[config.mk]
export PLATFORM = sky130hd
export DESIGN_NAME = sbs_ram
export DESIGN_NICKNAME = d
export VERILOG_FILES = /design/src/rtl/sbs_ram.sv
export SDC_FILE = /design/constraint.sdc
export NUM_CORES = 1
export LEC_CHECK = 0
export ABC_CLOCK_PERIOD_IN_PS = 6500
export BUFFER_PORTS_ARGS = -buffer_cell sky130_fd_sc_hd__buf_2
export CORE_MARGIN = 5
export CORE_UTILIZATION = 45
export DETAILED_ROUTE_END_ITERATION = 7
export PLACE_DENSITY = 0.63
export REMOVE_ABC_BUFFERS = 1
export SETUP_SLACK_MARGIN = 0.4
export SLEW_MARGIN = 20
export SYNTH_ARGS = -nofsm -noshare
export SYNTH_HDL_FRONTEND = slang
export SYNTH_SLANG_ARGS = --single-unit
[constraint.sdc]
create_clock -name clock -period 6.5 [get_ports clock]
set_clock_uncertainty 0.1 [all_clocks]
set_input_delay 0.325 -clock clock [delete_from_list [all_inputs] [get_ports clock]]
set_output_delay 0.325 -clock clock [all_outputs]
set_load 0.01 [all_outputs]
[src/rtl/sbs_ram.sv]
// Generic single-port-write, single-port-read RAM with registered read data.
module sbs_ram #(
   parameter int WIDTH = 32,
   parameter int DEPTH = 16
) (
   input  logic                     clock,
   input  logic                     wr_en,
   input  logic [$clog2(DEPTH)-1:0] wr_addr,
   input  logic [WIDTH-1:0]         wr_data,
   input  logic                     rd_en,
   input  logic [$clog2(DEPTH)-1:0] rd_addr,
   output logic [WIDTH-1:0]         rd_data
);

   logic [WIDTH-1:0] mem [DEPTH];
   logic [WIDTH-1:0] rd_data_ff;

   always_ff @(posedge clock) begin
      if (wr_en) begin
         mem[wr_addr] <= wr_data;
      end
      if (rd_en) begin
         rd_data_ff <= mem[rd_addr];
      end
   end

   assign rd_data = rd_data_ff;

endmodule

==> results of run 1 <==
metal layers:
metal | GRT usage, % | vias to the layer above
met5 | 0 | -
met4 | 4.30 | 0
met3 | 2.95 | 57
met2 | 29.1 | 258
met1 | 25.2 | 4924
li1 | - | 3862
path summary, 6_finish.rpt:
| check | endpoint | from | cells after the start |
|---|---|---|---|
| min reg2reg | rd_data[25] | mem[14][25] | 3 |
| max | mem[0][27] | wr_addr[2] | 4 |
| min | mem[8][3] | wr_data[3] | 1 |
| max reg2reg | rd_data[0] | mem[11][0] | 3 |
registers in the layout, indices dropped and copies added, names as in the netlist:
signal and count:
rd_data 32, mem 512
synthesized netlist by cell type:
library cell    n  area [um^2]
edfxtp_1      544        16300
mux4_2        128         2880
a22oi_1        64          480
nand2_1        33          124
clkbuf_1       17         63.8
nor2_1         13         48.8
buf_4          11         82.6
buf_1           9         33.8
buf_2           4         20.0
nor3_1          4         20.0
buf_6           2         22.5
nand2b_1        2         12.5
nand3b_1        2         15.0
nor2b_1         2         12.5
and2_1          1         6.26
nand3_1         1         5.00
or3b_2          1         8.76
power groups by stage:
stage | clock, uW | sequential (uW) | combinational, uW
5_1_grt | 3030 | 3980 | 382
3_3_place_gp | 0 | 4040 | 342
4_1_cts | 2880 | 3970 | 359
3_5_place_dp | 0 | 4050 | 347
6_report | 2820 | 3970 | 350
2_1_floorplan | 0 | 4050 | 151
through the flow:
stage / util [%] / total power [uW] / worst slack, ps / hold WS (ps) / instance area (um^2)
CTS: 52.3 / 7210 / 4150 / 0.685 / 23200
finish: 52.3 / 7140 / 4160 / 32.0 / 23200
detailed placement: 48.3 / 4400 / 3520 / 608 / 21400
global route: 52.3 / 7390 / 4010 / 15.2 / 23200
global placement: 48.3 / 4390 / 3560 / 595 / 21400
floorplan: - / 4200 / 2900 / 324 / 20000
kinds of logic (layout without fill, tap and decap cells):
group	Yosys count	after routing	share of synthesized area [%]
AO/OA/AOI/OAI	64	64	2.38
buffers and inverters	43	209	1.10
flip-flops	544	544	81.0
multiplexers	128	128	14.3
other	0	2	0
AND/OR/NAND/NOR	59	59	1.25
final cells by class:
type                            instances  area share [%]
Tap cell                              592            3.19
Sequential cell                       544            70.4
Antenna cell                            2          0.0216
Clock buffer                           65            5.91
Timing Repair Buffer                  120            3.48
Clock inverter                         24           0.798
Multi-Input combinational cell        251            16.2
cells in the final DEF (no fill, tap or decap), drive strengths merged:
cell         netlist  routed
buf               26      97
nand2             33      33
nand3              1       1
diode              0       2
nand2b             2       2
nor2b              2       2
bufinv             0       3
clkinv             0      19
edfxtp           544     544
nor3               4       4
mux4             128     128
and2               1       1
or3b               1       1
dlygate4sd3        0      22
a22oi             64      64
clkbuf            17      66
inv                0       2
nor2              13      13
nand3b             2       2
timing repair:
item / CTS / global route
hold buffers: 22 / 0
setup endpoints to repair: 0 / 0
setup buffers: 0 / 0
endpoints found under the hold margin: 302 / 0
gates resized for setup: 0 / 0
==> run_summary.xml, run 1 <==
<?xml version="1.0" encoding="UTF-8"?>
<metrics>
  <group name="finish">
    <metric name="num-nets-final" unit="">1013</metric>
    <metric name="multi_input_comb_area" unit="um^2">3750</metric>
    <metric name="drive_gt1_share" unit="%">30.9</metric>
    <metric name="seqCellArea" unit="um^2">16300</metric>
    <metric name="fillers" unit="">3436</metric>
    <metric name="layoutNonFillerInstCount" unit="">1598</metric>
    <metric name="area_growth" unit="%">15.0</metric>
  </group>
  <group name="power">
    <metric name="seq_power_share" unit="%">55.7</metric>
    <metric name="comb_power_share" unit="%">4.9</metric>
    <metric name="p_switching" unit="uW">1440</metric>
    <metric name="power.ir.vdd_worst" unit="V">0.000184</metric>
    <metric name="clock_power_share" unit="%">39.4</metric>
    <metric name="intPower" unit="uW">5700</metric>
    <metric name="power.switching_fraction" unit="%">20.2</metric>
    <metric name="total_leakage_power" unit="uW">0.00736</metric>
    <metric name="power.density_cell_area" unit="nW/um^2">308</metric>
  </group>
  <group name="timing">
    <metric name="hold_viol" unit="">0</metric>
    <metric name="timing_worst_slew_pin_value" unit="ps">988</metric>
    <metric name="rsz0062_at_grt" unit="">false</metric>
    <metric name="finalCriticalPeriod" unit="ps">2340</metric>
    <metric name="timing.final.max_slew_violations" unit="">0</metric>
    <metric name="final_min_period_over_clock_period" unit="%">36.0</metric>
    <metric name="max_freq" unit="MHz">427</metric>
    <metric name="timing.slew.headroom" unit="%">33.8</metric>
    <metric name="setup_total_negative_slack" unit="ps">0</metric>
    <metric name="setup_viol" unit="">0</metric>
  </group>
  <group name="critical_path">
    <metric name="setup.reg_to_reg.worst_slack" unit="ps">4950</metric>
    <metric name="critical-path-top-delay-family" unit="">simple AND/OR/NAND/NOR gates</metric>
    <metric name="worst-path-buf-inv" unit="">2</metric>
    <metric name="cp_data_arrival_time" unit="ps">2460</metric>
    <metric name="cp_data_required_time" unit="ps">6610</metric>
    <metric name="timing.critical_path.fanout_max" unit="">25</metric>
    <metric name="setup.worst_path.class" unit="">primary input to register</metric>
    <metric name="critical_path_endpoint_category" unit="">register</metric>
    <metric name="start_kind" unit="">primary input</metric>
    <metric name="timing.critical_path.cells" unit="">buf_2 &gt; or3b_2 &gt; nor3_2 &gt; buf_4</metric>
    <metric name="cp_slowest_stage_delay" unit="ps">780</metric>
    <metric name="worst_path_max_delay_cell" unit="">nor3_2</metric>
  </group>
  <group name="placed_design">
    <metric name="post-place-cells" unit="">1485</metric>
    <metric name="port-buffer-count" unit="">74</metric>
    <metric name="gp_routability_congestion" unit="">0.701</metric>
    <metric name="hpwlAfterDp" unit="um">21500</metric>
  </group>
  <group name="synthesis">
    <metric name="syn-instance-count" unit="">838</metric>
    <metric name="mappedNetlistArea" unit="um^2">20200</metric>
    <metric name="syn-mean-instance-area" unit="um^2">24.1</metric>
    <metric name="synth-warning-count" unit="">0</metric>
    <metric name="yosysSeqAreaShare" unit="%">81.0</metric>
    <metric name="synth_seq_cells" unit="">544</metric>
    <metric name="yosys.cell_types.count" unit="">17</metric>
  </group>
  <group name="routing">
    <metric name="met2_wirelength" unit="um">21500</metric>
    <metric name="top_layer_used" unit="">met4</metric>
    <metric name="first_pass_iters" unit="">4</metric>
    <metric name="wirelength" unit="um">43400</metric>
    <metric name="routedLengthMet1" unit="um">18800</metric>
    <metric name="antenna_violating_nets_left" unit="">0</metric>
    <metric name="post_drt_via_cell_ratio" unit="">5.70</metric>
    <metric name="drc" unit="">0</metric>
    <metric name="drt-wirelength-per-cell" unit="um">27.2</metric>
    <metric name="drt-initial-drc-count" unit="">854</metric>
    <metric name="via_count" unit="">9101</metric>
    <metric name="met3_length" unit="um">2270</metric>
  </group>
  <group name="cts">
    <metric name="total_clock_buffers_created_by_cts" unit="">53</metric>
    <metric name="cts.htree.levels" unit="">2</metric>
    <metric name="cts_sinks" unit="">544</metric>
    <metric name="ctsLongestPathBuffers" unit="">3</metric>
    <metric name="clock_latency" unit="ps">590</metric>
    <metric name="cts_tree" unit="">done</metric>
    <metric name="ctsRootBufferMaster" unit="">clkbuf_16</metric>
    <metric name="clkTransAtPathRegs" unit="ps">60</metric>
  </group>
  <group name="floorplanning">
    <metric name="placementRows" unit="">77</metric>
    <metric name="floorplan.core_area" unit="um^2">44300</metric>
    <metric name="top_level_port_count" unit="">75</metric>
    <metric name="die_h" unit="um">222</metric>
    <metric name="initial_cell_density_of_the_core" unit="%">45.5</metric>
    <metric name="die_w" unit="um">222</metric>
    <metric name="die-area" unit="um^2">49200</metric>
  </group>
  <group name="global_routing">
    <metric name="vias_in_the_first_global_route" unit="">9645</metric>
    <metric name="grt_max_degree" unit="">129</metric>
    <metric name="grt-ovfl-total" unit="">0</metric>
    <metric name="initial_antenna_violation_count" unit="">2</metric>
    <metric name="grt.total_usage" unit="%">17.7</metric>
    <metric name="wire_length_of_the_first_global_routing_pass" unit="um">64400</metric>
  </group>
  <group name="outcome">
    <metric name="outcome" unit="">complete, no violations</metric>
  </group>
  <group name="job">
    <metric name="drv.max_cap_violation_count" unit="">0</metric>
  </group>
  <group name="worst_hold_path">
    <metric name="timing.hold.worst.class" unit="">primary input to register</metric>
  </group>
</metrics>
(Power assumes the default switching activity.)
==> run 2, diff against run 1 <==
- ABC_CLOCK_PERIOD_IN_PS: 6500 -> 2200
- clock period: 6.5 -> 2.2 ns (I/O delays scaled with it)
==> run 2 against run 1 <==
  * Sequential power increased to 2.9 times the previous value
  * Utilization increased by 1.4 points
  * Global-route usage increased by 0.65 points
  * Non-clock buffer count increased by 42
  * Cell count increased by 2.8%
  * Sequential share of layout area decreased by 1.8 points
  * Setup slack got worse by 3500 ps
  * Flip-flop and latch count unchanged
  * First-iteration DRC count increased by 8.5%
  * Count of clock-buffer cells in the layout decreased by 2
  * Final area increased by 2.6%
  * Largest cell class unchanged
  * Largest power group unchanged
==> run_summary.xml, run 2 (same netlist as run 1, synthesis figures left out) <==
<?xml version="1.0" encoding="UTF-8"?>
<metrics>
  <group name="outcome">
    <metric name="outcome" unit="">complete, no violations</metric>
  </group>
  <group name="power">
    <metric name="power.ir.vdd_worst" unit="V">0.000653</metric>
    <metric name="power.switching_fraction" unit="%">20.5</metric>
    <metric name="power.density_cell_area" unit="nW/um^2">891</metric>
    <metric name="p_total" unit="uW">21200</metric>
    <metric name="p_switching" unit="uW">4350</metric>
    <metric name="total_leakage_power" unit="uW">0.00765</metric>
    <metric name="clock_power_share" unit="%">39.3</metric>
    <metric name="seq_power_share" unit="%">55.4</metric>
    <metric name="comb_power_share" unit="%">5.3</metric>
    <metric name="intPower" unit="uW">16900</metric>
  </group>
  <group name="routing">
    <metric name="drt-initial-drc-count" unit="">927</metric>
    <metric name="drc" unit="">0</metric>
    <metric name="via_count" unit="">9382</metric>
    <metric name="post_drt_via_cell_ratio" unit="">5.71</metric>
    <metric name="wirelength" unit="um">44900</metric>
    <metric name="antenna_violating_nets_left" unit="">0</metric>
    <metric name="drt-wirelength-per-cell" unit="um">27.3</metric>
    <metric name="first_pass_iters" unit="">5</metric>
  </group>
  <group name="cts">
    <metric name="clkTransAtPathRegs" unit="ps">60</metric>
    <metric name="hold_buffers" unit="">33</metric>
    <metric name="cts_tree" unit="">done</metric>
    <metric name="ctsRootBufferMaster" unit="">clkbuf_16</metric>
    <metric name="clock_latency" unit="ps">590</metric>
    <metric name="ctsLongestPathBuffers" unit="">3</metric>
    <metric name="postCtsSetupBuffers" unit="">0</metric>
    <metric name="cts_sinks" unit="">544</metric>
    <metric name="total_clock_buffers_created_by_cts" unit="">53</metric>
    <metric name="ctsResizeCount" unit="">0</metric>
    <metric name="cts.htree.levels" unit="">2</metric>
  </group>
  <group name="global_routing">
    <metric name="initial_antenna_violation_count" unit="">1</metric>
    <metric name="grt_max_degree" unit="">51</metric>
    <metric name="vias_in_the_first_global_route" unit="">9707</metric>
    <metric name="wire_length_of_the_first_global_routing_pass" unit="um">66500</metric>
    <metric name="grt.total_usage" unit="%">18.4</metric>
    <metric name="grt-ovfl-total" unit="">0</metric>
  </group>
  <group name="worst_hold_path">
    <metric name="hold-path-cell-count" unit="">4</metric>
    <metric name="timing.hold.worst.class" unit="">primary input to register</metric>
  </group>
  <group name="finish">
    <metric name="drive_gt1_share" unit="%">33.0</metric>
    <metric name="largest_register_ff_count" unit="">512</metric>
    <metric name="num-nets-final" unit="">1055</metric>
    <metric name="area_growth" unit="%">18.0</metric>
    <metric name="layout.cells.most_common" unit="">edfxtp_1</metric>
    <metric name="layout.cell_area.non_filler" unit="um^2">23800</metric>
    <metric name="most_flop_heavy_register" unit="">mem</metric>
    <metric name="mostFrequentLayoutCells" unit="">edfxtp_1 (544), mux4_2 (128), buf_2 (72)</metric>
  </group>
  <group name="timing">
    <metric name="max_freq" unit="MHz">645</metric>
    <metric name="hold_viol" unit="">0</metric>
    <metric name="timing_worst_slew_pin_value" unit="ps">709</metric>
    <metric name="timing.slew.headroom" unit="%">52.8</metric>
    <metric name="rsz0062_at_grt" unit="">false</metric>
    <metric name="final_min_period_over_clock_period" unit="%">70.5</metric>
    <metric name="finalCriticalPeriod" unit="ps">1550</metric>
    <metric name="setup_total_negative_slack" unit="ps">0</metric>
    <metric name="setup_viol" unit="">0</metric>
    <metric name="timing.final.max_slew_violations" unit="">0</metric>
  </group>
  <group name="critical_path">
    <metric name="timing.critical_path.fanout_max" unit="">1</metric>
    <metric name="start_kind" unit="">register</metric>
    <metric name="timing.reg2reg.worst_path_depth" unit="">3</metric>
    <metric name="cp_data_required_time" unit="ps">2400</metric>
    <metric name="setup.worst_path.class" unit="">register to register</metric>
    <metric name="critical_path_endpoint_category" unit="">register</metric>
    <metric name="cp_data_arrival_time" unit="ps">1750</metric>
  </group>
  <group name="floorplanning">
    <metric name="initial_cell_density_of_the_core" unit="%">45.5</metric>
    <metric name="die-area" unit="um^2">49200</metric>
    <metric name="die_h" unit="um">222</metric>
    <metric name="placementRows" unit="">77</metric>
    <metric name="floorplan.core_area" unit="um^2">44300</metric>
    <metric name="die_w" unit="um">222</metric>
    <metric name="top_level_port_count" unit="">75</metric>
  </group>
  <group name="placed_design">
    <metric name="hpwlAfterDp" unit="um">24600</metric>
    <metric name="port-buffer-count" unit="">74</metric>
    <metric name="post_dp_cell_area" unit="um^2">21900</metric>
    <metric name="gp_routability_congestion" unit="">0.733</metric>
  </group>
  <group name="job">
    <metric name="drv.max_cap_violation_count" unit="">0</metric>
  </group>
</metrics>
run 2: final timing paths:
kind | endpoint | slack (ps) | from
hold / removal | rd_data[31] | 40 | rd_addr[1]
setup / recovery | rd_data[29] | 650 | mem[8][29]
hold reg to reg | rd_data[31] | 650 | mem[14][31]
setup reg to reg | rd_data[29] | 650 | mem[8][29]
run 2: worst max-delay path, cell delays in order (launching register included):
cell and delay, ps:
edfxtp_1 370, mux4_2 450, a22oi_1 200, nand2_1 140
run 2: routing by layer:
| layer | global-route usage, % | wire, um |
|---|---|---|
| met1 | 27.0 | 19300 |
| met2 | 29.6 | 21900 |
| met3 | 3.02 | 2910 |
| met4 | 3.92 | 668 |
| met5 | 0 | 0 |
run 2: stage by stage:
step	util (%)	cells	hold WS, ps	worst slack [ps]
finish	53.7	1643	43.0	650
global route	53.7	1643	42.8	581
CTS	53.7	1642	14.0	615
detailed placement	49.4	1516	395	222
global placement	49.4	1516	380	264
floorplan	-	795	109	-1190
run 2: power by group through the flow:
stage | combinational, uW | sequential (uW) | clock (uW)
CTS | 1150 | 11700 | 8530
floorplan | 447 | 12000 | 0
finish | 1120 | 11700 | 8340
detailed placement | 1090 | 12000 | 0
global placement | 1080 | 12000 | 0
global route | 1220 | 11800 | 8990
run 2: layout make-up:
type,instances,area (um^2)
Tap cell,592,741
Timing Repair Buffer,162,1400
Multi-Input combinational cell,251,3750
Sequential cell,544,16300
Clock buffer,63,1390
Fill cell,3422,20500
Antenna cell,1,2.50
Clock inverter,30,193
